===== config.mk =====
export PLATFORM = sky130hd
export DESIGN_NAME = sit_out_fifo
export DESIGN_NICKNAME = d
export VERILOG_FILES = /design/src/sit_pkg.sv /design/src/sit_out_fifo.sv
export SDC_FILE = /design/constraint.sdc
export NUM_CORES = 1
export LEC_CHECK = 0
export ABC_AREA = 1
export BUFFER_PORTS_ARGS = -buffer_cell sky130_fd_sc_hd__buf_2
export CORE_ASPECT_RATIO = 1.25
export CORE_MARGIN = 2
export CORE_UTILIZATION = 52
export CTS_CLUSTER_SIZE = 8
export DETAILED_ROUTE_END_ITERATION = 6
export HOLD_SLACK_MARGIN = 0.12
export PLACE_DENSITY = 0.79
export SLEW_MARGIN = 15
export SYNTH_ARGS = -nofsm -noshare
export SYNTH_HDL_FRONTEND = slang
export SYNTH_SLANG_ARGS = --single-unit

===== constraint.sdc =====
create_clock -name clk_i -period 3.8 [get_ports clk_i]
set_input_delay 0.57 -clock clk_i [delete_from_list [all_inputs] [get_ports clk_i]]
set_output_delay 0.57 -clock clk_i [all_outputs]
set_load 0.02 [all_outputs]

===== src/sit_pkg.sv =====
// Shared types and constants for the sorted insert table.
// No dependencies.
package sit_pkg;

  localparam int unsigned DefaultCapacity = 1024;
  localparam int unsigned ValueW          = 32;
  localparam int unsigned ReadIdxW        = 10;
  localparam int unsigned CountOutW       = 11;
  localparam int unsigned FuncW           = 2;
  localparam int unsigned InDataW         = 48;
  localparam int unsigned OutDataW        = 48;

  typedef logic signed [ValueW-1:0] sit_value_t;

  typedef enum logic [FuncW-1:0] {
    FUNC_INSERT = 2'd0,
    FUNC_READ   = 2'd1,
    FUNC_CLEAR  = 2'd2,
    FUNC_NOP    = 2'd3
  } sit_func_e;

  // Broadcast to every cell in the chain.
  typedef struct packed {
    logic       insert;
    logic       launch;
    sit_value_t value;
  } sit_cell_ctrl_t;

  typedef struct packed {
    logic                 rejected;
    logic [CountOutW-1:0] entry_count;
    sit_value_t           read_value;
  } sit_result_t;

endpackage


===== src/sit_out_fifo.sv =====
// Two-entry result queue in front of the master stream port.
// Depends on sit_pkg.
module sit_out_fifo (
  input  logic                 clk_i,
  input  logic                 rst_ni,
  input  logic                 push_i,
  input  sit_pkg::sit_result_t push_data_i,
  input  logic                 pop_i,
  output logic                 valid_o,
  output logic                 full_o,
  output sit_pkg::sit_result_t data_o
);
  import sit_pkg::*;

  sit_result_t slot_q [2];
  logic        wr_ptr_q, wr_ptr_d;
  logic        rd_ptr_q, rd_ptr_d;
  logic [1:0]  cnt_q, cnt_d;
  logic        do_pop;

  assign valid_o = (cnt_q != 2'd0);
  assign full_o  = (cnt_q == 2'd2);
  assign data_o  = slot_q[rd_ptr_q];
  assign do_pop  = pop_i && valid_o;

  always_comb begin
    wr_ptr_d = push_i ? ~wr_ptr_q : wr_ptr_q;
    rd_ptr_d = do_pop ? ~rd_ptr_q : rd_ptr_q;
    cnt_d    = cnt_q + 2'(push_i) - 2'(do_pop);
  end

  always_ff @(posedge clk_i) begin
    if (push_i) begin
      slot_q[wr_ptr_q] <= push_data_i;
    end
  end

  always_ff @(posedge clk_i or negedge rst_ni) begin
    if (!rst_ni) begin
      wr_ptr_q <= 1'b0;
      rd_ptr_q <= 1'b0;
      cnt_q    <= 2'd0;
    end else begin
      wr_ptr_q <= wr_ptr_d;
      rd_ptr_q <= rd_ptr_d;
      cnt_q    <= cnt_d;
    end
  end

endmodule


==> Yosys cells after proc, flatten, opt, wreduce, memory -nomap -nowiden <==
Memories as Yosys holds them, arrays and structs flattened.
Index checks and enable logic that the tools add are counted.
{ "totals": {"mem_bits_rw": 88, "word_cells": 13, "memories": 1, "register_bits": 4, "inputBits": 48} }
{ "classes": {"bitwise": 2, "n_mux": 2, "reduce_logical": 2, "n_eq_ne": 1, "add_sub_neg": 2} }
{ "memory_table": {"columns": ["memory", "depth", "word_bits", "rd", "rd_clocked_by_memory_dff", "write_ports", "line", "text"], "rows": [
  ["slot_q", 2, 44, 1, 0, 1, "sit_out_fifo.sv:15", "sit_result_t slot_q [2];"]
]} }
{ "ops": {"columns": ["operator", "count"], "rows": [
  ["adder 2 x 1 -> 2 bit", 1],
  ["== test 2 bit, second input constant", 1],
  ["2-to-1 mux 1 bit", 2],
  ["inverter 1 bit", 2],
  ["nonzero test 2 bit", 1],
  ["subtractor 2 x 1 -> 2 bit", 1],
  ["logical AND 1 bit", 1]
]} }

==> Depth between registers and ports, before layout <==
{ "depth": {"word_depth": 3, "depth_mapped": 10, "depth_no_buf": 10} }

==> Least setup slack after synthesis <==
No wires, ideal clock.
{ "synth_timing": {"kind": "in2reg", "start": "input port push_i", "end": "memory slot_q[0][0] (netlist bit), enable pin", "stages": 2, "t_arrival_ns": 2.460, "slack_ns": 0.894, "setup_time_ns": 0.447, "cell_sequence": "inv_1 nor2_1"} }
{ "synth_between": {"elab_chain_cells": 2} }
{ "synth_rtl": {"columns": ["element", "line", "text"], "rows": [
  ["from (decl)", "sit_out_fifo.sv:6", "input logic push_i,"],
  ["2-to-1 mux 1 bit", "sit_out_fifo.sv:33", "if (push_i) begin"],
  ["2-to-1 mux 1 bit (implied by the code)", "sit_out_fifo.sv:34", "slot_q[wr_ptr_q] <= push_data_i;"],
  ["to (decl)", "sit_out_fifo.sv:15", null]
]} }
Every way passes these cells.

==> key figures <==
Clock tree
  – Total number of clock tree sinks: 92
  – Post-CTS setup buffers: 0
  – Worst-case clock buffer depth: 2
  – Clock root buffer: clkbuf_8
  – Number of H-tree branching levels: 3
  – CTS tree: yes
  – Clock buffer count from CTS: 9
  – Clock-pin slew reported for the worst setup and hold paths after clock tree synthesis: 0.09 ns
  – Worst-skew pair later-pin latency: 0.34 ns

Pwr
  – Pwr per Cell Area: 761 mW/mm2
  – Maximum VDD drop: 474 uV
  – Leak Pwr: 1.84 nW
  – PnR Total Power: 0.00318 W

Setup path
  – Startpoint class of the critical path: flop
  – Cell with the largest stage delay on the worst path: dfrtp_2
  – Critical Path Max Stage Delay: 0.95 ns
  – Most Frequent Cell on Critical Path: nand2_1
  – Req. time, crit path: 3.23 ns
  – Worst path cell trace: inv_8 > nand2_1 > nand2_1 > buf_2
  – Setup slack, reg-to-reg: 2.06 ns
  – Arrival time at the worst endpoint: 1.96 ns
  – Startpoint-to-endpoint class of the critical path: reg -> out
  – Cell count of the worst reg-to-reg path: 2
  – Maximum fanout along the worst path: 46
  – Element type at the critical path end: output port

Drt
  – Initial DRC count: 61
  – Number of vias after detailed routing: 2079
  – DR pass1 iterations: 4
  – Total routed wirelength: 5650 um
  – Vias per Instance: 4.64
  – Remaining design rule violation count: 0
  – Routed wire per std cell: 12.6 um
  – Antenna-violating nets left: 0

Layout
  – Layout Area Growth over Synthesis: 19.9%
  – Antenna Cells: 0
  – Layout cell share with drive strength beyond 1: 0.332
  – Number of nets in the final layout: 406
  – Post-layout instance area: 0.00418 mm2

Synthesis
  – Portion of the post-synthesis area used by sequential elements: 0.787
  – Number of storage elements in the synthesis netlist: 92
  – Syn_nets: 309
  – Post-synth design cell area: 0.00349 mm2
  – Number of cells produced by synthesis: 259
  – Average instance area after synthesis: 13.5 um2
  – Synth warnings: 0
  – Post-synthesis cell type count: 13

Run status
  – Status: finished, final reports clean

STA
  – Aggregate negative setup slack: 0 ns
  – Clock skew after layout: 0.0143 ns
  – Slew Viols, Final: 0
  – Setup-failing EPs final: 0
  – Final Worst Setup Slack: 1.27 ns
  – Setup repair after global routing missed its margin: false
  – Hold Slack: 0.410 ns
  – Final worst path period share: 0.665
  – Worst slew margin relative to its limit: 0.369
  – Min Tclk post-route: 2.53 ns
  – Worst slew pin tran: 0.945 ns
  – Highest Clock Rate: 396 MHz
  – Hold violation count in the final report: 0

Hold path
  – Class of the tightest hold or removal check: in -> reg
  – Cell depth of the worst hold path: 1

Floorplan
  – IO Count: 94
  – Area of the placeable core: 0.00652 mm2
  – Cell Rows: 33
  – Y dimension of the die: 95.6 um
  – Die X: 77.2 um
  – Full die area: 0.00738 mm2
  – Starting Density: 0.535

Global routing
  – Combined global-route utilization of all metal layers: 0.156
  – Vias in the first global route: 1948
  – Overflow left after global routing: 0
  – Initial antenna violation count: 0
  – Maximum number of pins on one net before global-route repair: 47
  – Global-route wire length before repair: 8600 um

Place
  – Placed Instance Area: 0.00398 mm2
  – Buffers on Ports: 93
  – Half-perimeter wire length after detailed placement: 3580 um
  – Final weighted congestion in routability-driven placement: 0.678
  – Worst-case setup slack after placement: 1.62 ns

Job
  – Max-capacitance violation count: 0
-- state kept, by name (all words and copies together), names as in the netlist --
name,count
rd_ptr_q,1
slot_q,88
cnt_q,2
wr_ptr_q,1
-- worst max-delay path, delay by kind of cell, from the launching register on --
family,cells,cell delay (ns)
buffers and inverters,2,0.41
DFF,1,0.95
and+or+nand+nor,2,0.21
-- final timing paths --
path,startpoint,end
worst max-delay path,rd_ptr_q$_DFFE_PN0P_,data_o[32]
worst min register to register,wr_ptr_q$_DFFE_PN0P_,wr_ptr_q$_DFFE_PN0P_
max in group asynchronous,rst_ni,rd_ptr_q$_DFFE_PN0P_
worst min-delay path,push_data_i[18],slot_q[1][18]$_DFFE_PP_
min in group asynchronous,rst_ni,rd_ptr_q$_DFFE_PN0P_
worst max register to register,wr_ptr_q$_DFFE_PN0P_,slot_q[0][9]$_DFFE_PP_
-- routing by layer --
| layer | vias up | part of all wire | track usage |
|---|---|---|---|
| met5 | - | 0 | 0 |
| li1 | 1055 | - | - |
| met3 | 9 | 0.057 | 0.0521 |
| met2 | 62 | 0.52 | 0.272 |
| met4 | 0 | 0.017 | 0.0729 |
| met1 | 953 | 0.40 | 0.175 |
-- power by group --
| group | internal, W | switching [W] |
|---|---|---|
| clock network | 0.000320 | 0.000293 |
| registers | 0.00135 | 0.000133 |
| logic | 0.000328 | 0.000758 |
-- timing repair --
action	CTS	global route
endpoints found under the setup margin	0	0
hold endpoints to repair	4	0
hold buffers	1	0
resized for setup	0	0
-- cells in the mapped netlist --
library cell / n / area [um2]
buf_4: 3 / 22.5
buf_6: 5 / 56.3
buf_8: 1 / 15.0
dfrtp_1: 4 / 100
edfxtp_1: 88 / 2640
ha_1: 2 / 25.0
inv_1: 8 / 30.0
inv_8: 1 / 11.3
nand2_1: 132 / 495
nand2_2: 10 / 62.6
nand3_1: 2 / 10.0
nor2_1: 2 / 7.51
xor2_1: 1 / 8.76
-- placed cells by master, fill, tap and decap left out, types with 2 or more instances in the layout --
cell type / n
clkbuf_1: 3
nand3_1: 2
ha_1: 2
edfxtp_1: 88
inv_1: 7
dfrtp_1: 3
buf_2: 93
nand2_1: 132
nand2_2: 10
clkbuf_8: 10
-- through the flow --
stage	instances	utilization
after floorplan	259	-
after global placement	431	0.611
after detailed placement	431	0.611
after CTS	448	0.641
after global routing	448	0.641
final	448	0.641
-- cell type report --
type	count	area [um2]
Timing Repair Buffer	95	483
Clock inverter	3	38.8
Inverter	9	41.3
Multi-Input combinational cell	149	617
Tap cell	87	109
Sequential cell	92	2740
Fill cell	525	2340
Clock buffer	13	149
-- logic make-up after synthesis --
kind of cell / synth area share
xor gates and xnor gates: 0.00251
adders and majority gates: 0.00718
buffers and inverters: 0.0387
DFF: 0.787
and+or+nand+nor: 0.165
No activity file was read; power rests on OpenSTA's default activity.
