`src/sit_pkg.sv`:
```
// Shared types and constants for the sorted insert table.
// No dependencies.
package sit_pkg;

  localparam int unsigned DefaultCapacity = 1024;
  localparam int unsigned ValueW          = 32;
  localparam int unsigned ReadIdxW        = 10;
  localparam int unsigned CountOutW       = 11;
  localparam int unsigned FuncW           = 2;
  localparam int unsigned InDataW         = 48;
  localparam int unsigned OutDataW        = 48;

  typedef logic signed [ValueW-1:0] sit_value_t;

  typedef enum logic [FuncW-1:0] {
    FUNC_INSERT = 2'd0,
    FUNC_READ   = 2'd1,
    FUNC_CLEAR  = 2'd2,
    FUNC_NOP    = 2'd3
  } sit_func_e;

  // Broadcast to every cell in the chain.
  typedef struct packed {
    logic       insert;
    logic       launch;
    sit_value_t value;
  } sit_cell_ctrl_t;

  typedef struct packed {
    logic                 rejected;
    logic [CountOutW-1:0] entry_count;
    sit_value_t           read_value;
  } sit_result_t;

endpackage

```
`src/sit_cell.sv`:
```
// One table entry of the sorted insert chain.
// Depends on sit_pkg.
module sit_cell #(
  parameter int unsigned CAPACITY = sit_pkg::DefaultCapacity,
  parameter int unsigned INDEX    = 0
) (
  input  logic                               clk_i,
  input  logic                               rst_ni,
  input  sit_pkg::sit_cell_ctrl_t            ctrl_i,
  input  logic [$clog2(CAPACITY+1)-1:0]      count_i,
  input  logic [$clog2(CAPACITY)-1:0]        idx_i,
  input  sit_pkg::sit_value_t                prev_value_i,
  input  logic                               prev_keep_i,
  input  logic                               up_cv_i,
  input  sit_pkg::sit_value_t                up_cd_i,
  output sit_pkg::sit_value_t                value_o,
  output logic                               keep_o,
  output logic                               cv_o,
  output sit_pkg::sit_value_t                cd_o
);
  import sit_pkg::*;

  localparam int unsigned CW = $clog2(CAPACITY + 1);
  localparam int unsigned AW = $clog2(CAPACITY);

  sit_value_t value_q, value_d;
  logic       cv_q, cv_d;
  sit_value_t cd_q, cd_d;
  logic       valid;

  assign valid  = CW'(INDEX) < count_i;
  // Entry stays put when it is smaller than the new value.
  assign keep_o = valid && (value_q < ctrl_i.value);

  always_comb begin
    value_d = value_q;
    if (ctrl_i.insert && !keep_o) begin
      value_d = prev_keep_i ? ctrl_i.value : prev_value_i;
    end
  end

  // Read carry walks one cell toward cell 0 per cycle.
  always_comb begin
    if (ctrl_i.launch) begin
      cv_d = (idx_i == AW'(INDEX));
      cd_d = value_q;
    end else begin
      cv_d = up_cv_i;
      cd_d = up_cd_i;
    end
  end

  always_ff @(posedge clk_i) begin
    value_q <= value_d;
    cd_q    <= cd_d;
  end

  always_ff @(posedge clk_i or negedge rst_ni) begin
    if (!rst_ni) begin
      cv_q <= 1'b0;
    end else begin
      cv_q <= cv_d;
    end
  end

  assign value_o = value_q;
  assign cv_o    = cv_q;
  assign cd_o    = cd_q;

endmodule

```
`config.mk`:
```
export PLATFORM = sky130hd
export DESIGN_NAME = sit_cell
export DESIGN_NICKNAME = d
export VERILOG_FILES = /design/src/sit_pkg.sv /design/src/sit_cell.sv
export SDC_FILE = /design/constraint.sdc
export NUM_CORES = 1
export LEC_CHECK = 0
export BUFFER_PORTS_ARGS = -buffer_cell sky130_fd_sc_hd__buf_2
export CAP_MARGIN = 20
export CORE_ASPECT_RATIO = 1.1
export CORE_UTILIZATION = 34
export DETAILED_ROUTE_END_ITERATION = 12
export HOLD_SLACK_MARGIN = 0.08
export PLACE_DENSITY_LB_ADDON = 0.3
export SLEW_MARGIN = 20
export SYNTH_ARGS = -nofsm -noshare
export SYNTH_HDL_FRONTEND = slang
export SYNTH_SLANG_ARGS = --single-unit
```
`constraint.sdc`:
```
create_clock -name clk_i -period 6.7 [get_ports clk_i]
set_clock_uncertainty 0.2 [all_clocks]
set_input_delay 0.67 -clock clk_i [delete_from_list [all_inputs] [get_ports clk_i]]
set_output_delay 0.67 -clock clk_i [all_outputs]
set_load 0.03 [all_outputs]
```
# Yosys cells after proc, flatten, opt, wreduce, memory -nomap -nowiden
# Cells that the tools add are included.
totals:
  in_bits: 123
  output_inout_bits: 66
  register_bits: 65
  word_cells: 12
op_classes:
  n_reduce_logical: 4
  mux: 3
  magnitude_cmp: 2
op_table:
  columns: ["op", "count"]
  rows:
  - ["$mux W32", 2]
  - ["$lt A32 B32 Y1", 1]
  - ["$lt A1 B11 Y1 const A", 1]
  - ["$logic_not A10 Y1", 1]
  - ["$logic_and A1 B1 Y1", 2]
  - ["$logic_not A1 Y1", 1]
  - ["$mux W1", 1]

# Longest topological paths before layout
# Gate-level depths: netlist of run 1.
logic_depth:
  word_depth: 4
  mapped_depth: 8
  ltp_nobuf: 8

# Worst setup path after synthesis of run 1
# OpenSTA, ideal clock, no wires.
synth_timing:
  path_type: "input to output"
  start: "input port ctrl_i[30] (netlist bit)"
  end: "output port keep_o"
  n_path_buf: 0
  arrival_ns: 2.685
  required_ns: 5.830
  slack_ns: 3.145
  cell_stages: 8
  path_cell_list: "inv_1 -> ha_1 -> a21oi_2 -> nand2_1 -> a221o_1 -> a211o_1 -> a31o_1 -> o21ai_0"
synth_between:
  elab_chain_len: 2
synth_rtl:
  columns: ["element", "line_no", "source"]
  rows:
  - ["start, declared", "sit_cell.sv:9", "input sit_pkg::sit_cell_ctrl_t ctrl_i,"]
  - ["$lt A32 B32 Y1", "sit_cell.sv:33", "assign keep_o = valid && (value_q < ctrl_i.value);"]
  - ["$logic_and A1 B1 Y1", "sit_cell.sv:33", null]
  - ["end, declared", "sit_cell.sv:17", "output logic keep_o,"]
# Every way passes these cells.

# Worst setup path after layout of run 1
layout_timing:
  start: "input port ctrl_i[21] (netlist bit)"
  end: "output port keep_o"
# Same word-level chain as after synthesis.

==> impl_metrics.py, run 1 <==
metrics = {
    "critical_path": {
        "critPathKind": "in -> out",
        "crit_path_end_kind": "output port",
        "crit_required_ns": 5.83,
        "critPathMaxStageDelay_ns": 0.33,
        "r2r_setup_slack_ns": 3.45,
        "path_max_fanout": 2,
        "endpoint": "keep_o",
        "cp.depth": 10,
        "r2r-end": "value_o[16]$_DFFE_PP_",
        "critPathLaunch": "ctrl_i[21]",
        "path_cells": "buf_2 -> inv_1 -> ha_1 -> a21oi_1 -> o21ai_0 -> a221o_1 -> a211o_1 -> a31o_1 -> o21ai_0 -> buf_2",
        "path_delay_family": "compound AO/OA/AOI/OAI gates",
        "worst_r2r_path_depth": 7,
        "crit_arrival_ns": 2.66,
        "cp-start-kind": "input pin",
        "path_buf_inv": 3,
        "r2r_start": "value_o[7]$_DFFE_PP_",
        "cp_slowest_cell": "a221o_1",
    },
    "drt": {
        "drc_errors": 0,
        "drt-initial-drc-count": 59,
        "postRouteAntennaNets": 0,
        "firstDrtPassIters": 3,
        "finalWirelength_um": 8020,
        "wl_per_cell_um": 14.02,
        "vias_per_cell": 4.624,
        "via_count": 2645,
    },
    "timing": {
        "fin_crit_ns": 3.532,
        "setup_viol": 0,
        "fin_hold_ws_ns": 0.3435,
        "hold_violations": 0,
        "fmax_mhz": 283.2,
        "tightest_slew_ns": 0.8027,
        "drv_slew": 0,
        "rsz0062_at_grt": "no",
        "max_slew_margin_pct": 46.49,
        "setup_tns_ns": 0,
        "period_share_pct": 52.71,
    },
    "clock_network": {
        "clk_path_buf_depth": 2,
        "cts_buffers": 9,
        "clk_latency_ns": 0.34,
        "root_buffer": "clkbuf_8",
        "clkSlewWorstSetupHoldPaths_ns": 0.08,
        "htreeDepth": 3,
        "cts.sinks": 65,
        "cts_tree": "done",
        "post_cts_buffers": 0,
    },
    "grt": {
        "grt_pass1_wl_um": 12480,
        "track_usage_pct": 17.00,
        "antenna_found_initial": 0,
        "overflow": 0,
        "grt_max_degree": 35,
        "grt_pass1_vias": 2742,
    },
    "final_layout": {
        "synthToLayoutAreaGrowth_pct": 41.06,
        "utilization_pct": 50.28,
        "nFillCells": 875,
        "final_net_count": 607,
        "drive_above_1_share_pct": 58.73,
        "antenna_cells": 0,
    },
    "yosys": {
        "synth.net_count": 414,
        "syn-instance-count": 260,
        "synth_most_common_cell": "mux2_2",
        "ys.flop_type": "edfxtp_1",
        "seq_area_frac_synth_pct": 50.41,
        "synth_edf_count": 32,
        "ys_seq_elements": 65,
        "netlist_area_mm2": 0.003227,
        "synth-async-reset-ratio_pct": 1.538,
        "yosysTopAreaCell": "edfxtp_1",
        "synth_area_leaders": "edfxtp_1 (30%), mux2_2 (22%), dfxtp_1 (20%)",
        "synth-warning-count": 0,
        "ys_types": 28,
        "syn_area_per_cell_um2": 12.41,
        "synth_top_cells_by_count": "mux2_2 (64), inv_1 (33), dfxtp_1 (32), edfxtp_1 (32), ha_1 (31)",
        "synth_top_area_share_pct": 29.78,
    },
    "placed_design": {
        "hpwl_um": 6322,
        "io_buffers": 188,
        "gp_congestion": 0.8114,
    },
    "floorplan": {
        "die_h_um": 104.2,
        "io_pins": 189,
        "rows": 36,
        "core_mm2": 0.009054,
        "die_area_mm2": 0.009885,
        "die_w_um": 94.89,
        "initial_core_util_pct": 35.64,
    },
    "hold_path": {
        "hold_path_class": "reg -> reg",
    },
    "power": {
        "p_leak_nw": 2.254,
        "power.density_mw_per_mm2": 262.7,
        "peakVddDrop_v": 0.0001552,
    },
    "status": {
        "outcome": "complete, no violations",
    },
    "job": {
        "cap_violations": 0,
    },
}
-- layer usage --
| layer | vias to the layer above | GRT usage [%] | part of all wire [%] |
|---|---|---|---|
| met1 | 1203 | 18.65 | 40 |
| li1 | 1331 | - | - |
| met3 | 10 | 3.363 | 5.4 |
| met4 | 0 | 8.766 | 2.1 |
| met2 | 101 | 30.22 | 52 |
| met5 | - | 0 | 0 |
-- what timing repair did --
item | 4_1_cts | 5_1_grt
resized for setup | 0 | 0
hold buffers | 1 | 0
hold endpoints to repair | 1 | 0
-- worst min-delay path by stage --
stage                          start                to  slack (ns)  depth (start not counted)
3_3_place_gp                  rst_ni    cv_o$_DFF_PN0_        0.25                          1
4_1_cts                  up_cd_i[14]  cd_o[14]$_DFF_P_        0.32                          2
3_5_place_dp                  rst_ni    cv_o$_DFF_PN0_        0.25                          1
2_1_floorplan                 rst_ni    cv_o$_DFF_PN0_        0.17                          0
6_report       value_o[13]$_DFFE_PP_  cd_o[13]$_DFF_P_        0.34                          1
5_1_grt                  up_cd_i[14]  cd_o[14]$_DFF_P_        0.33                          2
-- layout make-up --
| cell class | instances | area, um2 | area share (%) |
|---|---|---|---|
| Sequential cell | 65 | 1627 | 35.73 |
| Multi-Input combinational cell | 154 | 1446 | 31.78 |
| Timing Repair Buffer | 190 | 958.4 | 21.06 |
| Clock buffer | 12 | 155.1 | 3.408 |
| Tap cell | 114 | 142.6 | 3.134 |
| Inverter | 33 | 123.9 | 2.721 |
| Clock inverter | 4 | 98.84 | 2.172 |
-- logic make-up after synthesis --
family / Yosys count / synth area share, %
DFF: 65 / 50.41
muxes: 64 / 22.33
adders and majority gates: 31 / 12.02
and+or+nand+nor: 30 / 4.730
AOI/OAI and AO/OA: 29 / 5.739
buffers and inverters: 41 / 4.769
-- layout by cell type (no fill, tap or decap), drive strengths merged, types with 2 or more instances in the layout --
cell and count:
buf 189, mux2 64, inv 33, dfxtp 32, edfxtp 32, ha 31, a21oi 13, clkbuf 12
nand2 9, o21ai 6, nand3 5, nand4 4, nor4 4, nor2 3, bufinv 3, a211o 2
a21o 2, nor3 2
-- through the flow --
step	cell area (um2)	power (mW)	cells	worst slack, ns
finish	4552	1.196	572	3.168
detailed placement	4288	0.7842	555	3.002
CTS	4552	1.216	572	3.138
global placement	4288	0.7763	555	3.038
floorplan	3227	0.6776	260	3.145
global route	4552	1.257	572	3.041
-- where the power goes --
part,internal [mW],leakage [nW],switching (mW)
sequential,0.466,0.585,0.0202
combinational,0.114,1.54,0.171
clock,0.269,0.127,0.156
-- sequential cells by signal (all words and copies together) (netlist names) --
register	count
cd_o	32
cv_o	1
value_o	32
-- worst register-to-register path: cells and delay by family (launching register included) --
kind	cells	cell delay [ns]
AO/OA/AOI/OAI	4	1.44
adder cells (fa/ha/maj)	1	0.35
buffers and inverters	1	0.39
flip-flops	1	0.44
AND/OR/NAND/NOR	1	0.11
Power figures use the tool's default switching activity.
==> inputs of run 2 (changes only) <==
--- a/config.mk
+++ b/config.mk
@@ -5,6 +5,7 @@
 export SDC_FILE = /design/constraint.sdc
 export NUM_CORES = 1
 export LEC_CHECK = 0
+export ABC_AREA = 1
 export BUFFER_PORTS_ARGS = -buffer_cell sky130_fd_sc_hd__buf_2
 export CAP_MARGIN = 20
 export CORE_ASPECT_RATIO = 1.1
==> constraint.sdc (replaced) <==
create_clock -name clk_i -period 3.15 [get_ports clk_i]
set_clock_uncertainty 0.2 [all_clocks]
set_input_delay 0.315 -clock clk_i [delete_from_list [all_inputs] [get_ports clk_i]]
set_output_delay 0.315 -clock clk_i [all_outputs]
set_load 0.03 [all_outputs]
==> impl_metrics.py, run 2 <==
metrics = {
    "timing": {
        "fmax_mhz": 364.1,
        "hold_violations": 0,
        "rsz0062_at_grt": "no",
        "setup_viol": 0,
        "setup_slack_ns": 0.4037,
        "drv_slew": 0,
        "setup_tns_ns": 0,
        "fin_crit_ns": 2.746,
        "max_slew_margin_pct": 57.19,
        "tightest_slew_ns": 0.6421,
        "period_share_pct": 87.19,
    },
    "yosys": {
        "yosysTopAreaCell": "edfxtp_1",
        "yosys.area_share.simple_pct": 22.63,
        "synth_most_common_cell": "nand2_1",
        "synth_edf_count": 32,
        "synth_xor_area_share_pct": 0,
        "seq_area_frac_synth_pct": 49.62,
        "synth_area_leaders": "edfxtp_1 (29%), dfxtp_1 (20%), nand2_1 (14%)",
        "synth-warning-count": 0,
        "syn_area_per_cell_um2": 8.537,
        "synth_top_area_share_pct": 29.31,
        "ys.flop_type": "edfxtp_1",
        "muxShareOfSynthArea_pct": 0.3435,
        "synthAdderAreaFrac_pct": 11.83,
        "synth_top_cells_by_count": "nand2_1 (121), a21oi_1 (43), inv_1 (40)",
        "synth_compound_area_share_pct": 9.160,
        "synth-async-reset-ratio_pct": 1.538,
        "syn-instance-count": 384,
        "netlist_area_mm2": 0.003278,
        "ys_seq_elements": 65,
        "synth_top_family_by_area": "simple AND/OR/NAND/NOR gates",
        "ys_types": 27,
        "synth.net_count": 538,
    },
    "floorplan": {
        "die_w_um": 95.62,
        "io_pins": 189,
        "rows": 37,
        "initial_core_util_pct": 35.05,
        "die_h_um": 105.0,
        "die_area_mm2": 0.01004,
        "core_mm2": 0.009351,
    },
    "drt": {
        "postRouteAntennaNets": 0,
        "drt-initial-drc-count": 72,
        "vias_per_cell": 4.491,
        "finalWirelength_um": 9301,
        "wl_per_cell_um": 12.52,
        "via_count": 3337,
        "drc_errors": 0,
        "firstDrtPassIters": 4,
    },
    "clock_network": {
        "clkSlewWorstSetupHoldPaths_ns": 0.08,
        "cts.sinks": 65,
        "cts_buffers": 9,
        "clk_path_buf_depth": 2,
        "cts_tree": "done",
        "htreeDepth": 3,
        "post_cts_buffers": 0,
        "root_buffer": "clkbuf_8",
        "clk_latency_ns": 0.35,
        "cts-resized-gates": 0,
    },
    "status": {
        "outcome": "complete, no violations",
    },
    "grt": {
        "grt_pass1_vias": 3368,
        "grt_pass1_wl_um": 14490,
        "track_usage_pct": 18.84,
        "grt_max_degree": 38,
        "antenna_found_initial": 0,
        "overflow": 0,
    },
    "placed_design": {
        "io_buffers": 188,
        "hpwl_um": 6674,
        "gp_congestion": 0.7625,
        "preCtsSetupSlack_ns": 0.7340,
        "post_dp_cell_area_mm2": 0.004353,
    },
    "critical_path": {
        "path_max_fanout": 3,
        "crit_path_end_kind": "output port",
        "r2r_start": "value_o[22]$_DFFE_PP_",
        "cp-start-kind": "flop",
        "crit_arrival_ns": 2.23,
        "critPathKind": "reg -> out",
        "critPathLaunch": "value_o[22]$_DFFE_PP_",
        "critPathMaxStageDelay_ns": 0.44,
        "path_cells": "ha_1 -> nand2_1 -> nor2_1 -> nand4_1 -> nor2_2 -> nand2_2 -> nand3_2 -> nand2_2 -> nor2_2 -> buf_2",
        "crit_required_ns": 2.63,
        "cp_slowest_cell": "edfxtp_1",
    },
    "final_layout": {
        "antenna_cells": 0,
        "synthToLayoutAreaGrowth_pct": 54.54,
        "final_area_mm2": 0.005066,
        "drive_above_1_share_pct": 36.26,
        "final_common_cell": "buf_2",
        "utilization_pct": 54.17,
        "final_net_count": 775,
        "final_cell_mix": "buf_2 (188), nand2_1 (121), dlygate4sd3_1 (48), a21oi_1 (43), inv_1 (40)",
    },
    "hold_path": {
        "min_from": "prev_value_i[11]",
        "hold_path_class": "in -> reg",
    },
    "job": {
        "cap_violations": 0,
    },
    "power": {
        "p_leak_nw": 2.675,
        "power_mw": 2.461,
        "power.density_mw_per_mm2": 485.9,
        "peakVddDrop_v": 0.0002463,
    },
}
-- run 2: cell types whose count changed after synthesis, sizes merged, moves of 2 or more --
cell    before  now
a211o        2    0
nand4        4    1
a21o         2    0
nor3         2    4
a21oi       13   47
inv         33   42
clkbuf       5   10
mux2        64    1
nand2        9  124
nor2         3   41
-- run 2: where the power goes --
part,internal (mW),switching [mW]
clock network,0.479,0.334
logic,0.244,0.384
registers,0.979,0.0401
-- run 2: repair_timing --
| action | 4_1_cts | 5_1_grt |
|---|---|---|
| endpoints found under the setup margin | 0 | 0 |
| hold buffers | 48 | 0 |
| endpoints found under the hold margin | 46 | 0 |
-- run 2: cell families after synthesis --
logic type               count (synthesis)
AND/OR/NAND/NOR                        178
adder cells (fa/ha/maj)                 31
buffers and inverters                   55
AO/OA/AOI/OAI                           54
multiplexers                             1
flip-flops                              65
-- run 2: layer usage --
layer	GRT usage, %	vias to the layer above	part of all wire [%]
li1	-	1719	-
met1	19.16	1491	39
met2	35.26	109	53
met3	4.367	18	5.0
met4	8.635	0	2.2
met5	0	-	0
-- run 2: critical path: cells and delay by family, from the launching register on --
kind / cells / cell delay, ns
fa+ha+maj: 1 / 0.32
buf+inv: 1 / 0.24
flops: 1 / 0.44
simple gates: 8 / 0.88
-- run 2: final timing paths --
kind / slack, ns / end / depth (start not counted)
min in group asynchronous: 0.62 / cv_o$_DFF_PN0_ / 3
max reg2reg: 0.71 / value_o[13]$_DFFE_PP_ / 10
max: 0.40 / keep_o / 10
min reg2reg: 0.31 / cd_o[29]$_DFF_P_ / 2
max in group asynchronous: 2.03 / cv_o$_DFF_PN0_ / 3
min: 0.1 / value_o[11]$_DFFE_PP_ / 3
-- run 2: per-stage QoR --
stage,cells,hold slack [ns]
6_report,743,0.09558
5_1_grt,743,0.09107
4_1_cts,743,0.08053
3_5_place_dp,679,-0.1092
3_3_place_gp,679,-0.1098
2_1_floorplan,384,-0.1806
-- run 2: layout make-up --
| type | count | area, um2 |
|---|---|---|
| fillers | 902 | 4285 |
| flip-flops and latches | 65 | 1627 |
| repair buffers | 239 | 1456 |
| multi-input cells | 264 | 1446 |
| clock buffers | 12 | 187.7 |
| inverters | 42 | 157.7 |
| well taps | 117 | 146.4 |
| clock inverters | 4 | 45.04 |
==> inputs of run 3 (changes only) <==
==> constraint.sdc (replaced) <==
create_clock -name clk_i -period 3.1 [get_ports clk_i]
set_clock_uncertainty 0.2 [all_clocks]
set_input_delay 0.31 -clock clk_i [delete_from_list [all_inputs] [get_ports clk_i]]
set_output_delay 0.31 -clock clk_i [all_outputs]
set_load 0.03 [all_outputs]
==> impl_metrics.py, run 3 (synthesis results as in run 2) <==
metrics = {
    "hold_path": {
        "hold_path_class": "in -> reg",
        "hold_depth": 3,
    },
    "clock_network": {
        "cts.sinks": 65,
        "cts_tree": "done",
        "cts_buffers": 9,
        "root_buffer": "clkbuf_8",
        "clkSlewWorstSetupHoldPaths_ns": 0.07,
        "clk_path_buf_depth": 2,
        "holdBufCountCts": 50,
        "htreeDepth": 3,
        "post_cts_buffers": 0,
        "cts-resized-gates": 0,
        "clk_latency_ns": 0.34,
    },
    "job": {
        "cap_violations": 0,
    },
    "critical_path": {
        "crit_path_end_kind": "output port",
        "critPathKind": "reg -> out",
        "worst_r2r_path_depth": 10,
        "critPathMaxStageDelay_ns": 0.43,
        "path_cells": "ha_1 -> nand2_1 -> nor2_1 -> nand4_1 -> nor2_2 -> nand2_2 -> nand3_2 -> nand2_2 -> nor2_2 -> buf_2",
        "path_max_fanout": 3,
        "cp_slowest_cell": "edfxtp_1",
        "cp-start-kind": "flop",
        "crit_arrival_ns": 2.19,
        "crit_required_ns": 2.59,
    },
    "final_layout": {
        "multi_input_area_mm2": 0.001446,
        "synthToLayoutAreaGrowth_pct": 53.36,
        "seq_area_mm2": 0.001627,
        "drive_above_1_share_pct": 35.83,
        "nFillCells": 895,
        "antenna_cells": 0,
        "final_common_cell": "buf_2",
        "final_net_count": 777,
        "final_cell_mix": "buf_2 (188), nand2_1 (121), dlygate4sd3_1 (50), a21oi_1 (43), inv_1 (40)",
    },
    "floorplan": {
        "die_h_um": 105.0,
        "die_w_um": 95.62,
        "die_area_mm2": 0.01004,
        "core_mm2": 0.009351,
        "io_pins": 189,
        "initial_core_util_pct": 35.05,
        "rows": 37,
    },
    "timing": {
        "fmax_mhz": 371.0,
        "period_share_pct": 86.95,
        "tightest_slew_ns": 0.6117,
        "rsz0062_at_grt": "no",
        "hold_violations": 0,
        "setup_viol": 0,
        "setup_tns_ns": 0,
        "drv_slew": 0,
        "max_slew_margin_pct": 59.16,
        "fin_crit_ns": 2.695,
    },
    "grt": {
        "track_usage_pct": 19.05,
        "grt_max_degree": 36,
        "grt_pass1_vias": 3314,
        "overflow": 0,
        "antenna_found_initial": 0,
        "grt_pass1_wl_um": 14680,
    },
    "drt": {
        "drc_errors": 0,
        "vias_per_cell": 4.440,
        "finalWirelength_um": 9328,
        "drt-initial-drc-count": 133,
        "firstDrtPassIters": 4,
        "postRouteAntennaNets": 0,
        "via_count": 3308,
        "wl_per_cell_um": 12.52,
    },
    "power": {
        "p_leak_nw": 2.654,
        "peakVddDrop_v": 0.0002359,
        "power.density_mw_per_mm2": 462.7,
        "power_mw": 2.326,
    },
    "status": {
        "outcome": "complete, no violations",
    },
    "placed_design": {
        "hpwl_um": 6742,
        "gp_congestion": 0.7795,
        "io_buffers": 188,
    },
}
-- run 3: cell count changes in the layout (fill, tap and decap cells not counted) --
cell,delta
dlygate4sd3_1,+2
clkbuf_8,+1
clkbuf_16,-2
bufinv_16,-1
clkbuf_1,+2
-- run 3: worst max-delay path, delay by kind of cell, from the launching register on --
family	cells	cell delay, ns
adders and majority gates	1	0.31
buffers and inverters	1	0.25
DFF	1	0.43
and+or+nand+nor	8	0.85
-- run 3: metal layers --
| metal | GRT usage (%) | up-vias | wire length, um |
|---|---|---|---|
| met3 | 3.930 | 9 | 440 |
| met5 | 0 | - | 0 |
| met1 | 20.24 | 1484 | 3759 |
| li1 | - | 1719 | - |
| met4 | 7.356 | 0 | 107 |
| met2 | 35.66 | 96 | 5020 |
-- run 3: final timing paths --
path,start,end,slack [ns]
min in group asynchronous,rst_ni,cv_o$_DFF_PN0_,0.60
worst max-delay path,value_o[23]$_DFFE_PP_,keep_o,0.40
max in group asynchronous,rst_ni,cv_o$_DFF_PN0_,2.00
worst min register to register,value_o[20]$_DFFE_PP_,cd_o[20]$_DFF_P_,0.30
worst max register to register,value_o[23]$_DFFE_PP_,value_o[15]$_DFFE_PP_,0.57
worst min-delay path,prev_value_i[30],value_o[30]$_DFFE_PP_,0.1
-- run 3: where the power goes --
part           internal [mW]  total [mW]  switching, mW
combinational          0.249       0.639          0.390
clock                  0.331       0.651          0.320
sequential             0.995        1.04         0.0409
-- run 3: final cells by class --
class / count / area share, %
flip-flops and latches: 65 / 32.35
repair buffers: 241 / 29.37
multi-input cells: 264 / 28.77
clock buffers: 13 / 3.161
inverters: 42 / 3.136
well taps: 117 / 2.912
clock inverters: 3 / 0.2987
-- run 3: metrics by stage --
step,instance area (um2),hold slack (ns),std cells,worst slack (ns),utilization (%)
floorplan,3278,-0.1856,384,0.02908,-
global placement,4353,-0.1145,679,0.5573,46.55
detailed placement,4353,-0.1142,679,0.5519,46.55
CTS,5027,0.08069,745,0.3428,53.76
global route,5027,0.08716,745,0.2288,53.76
finish,5027,0.09835,745,0.4046,53.76
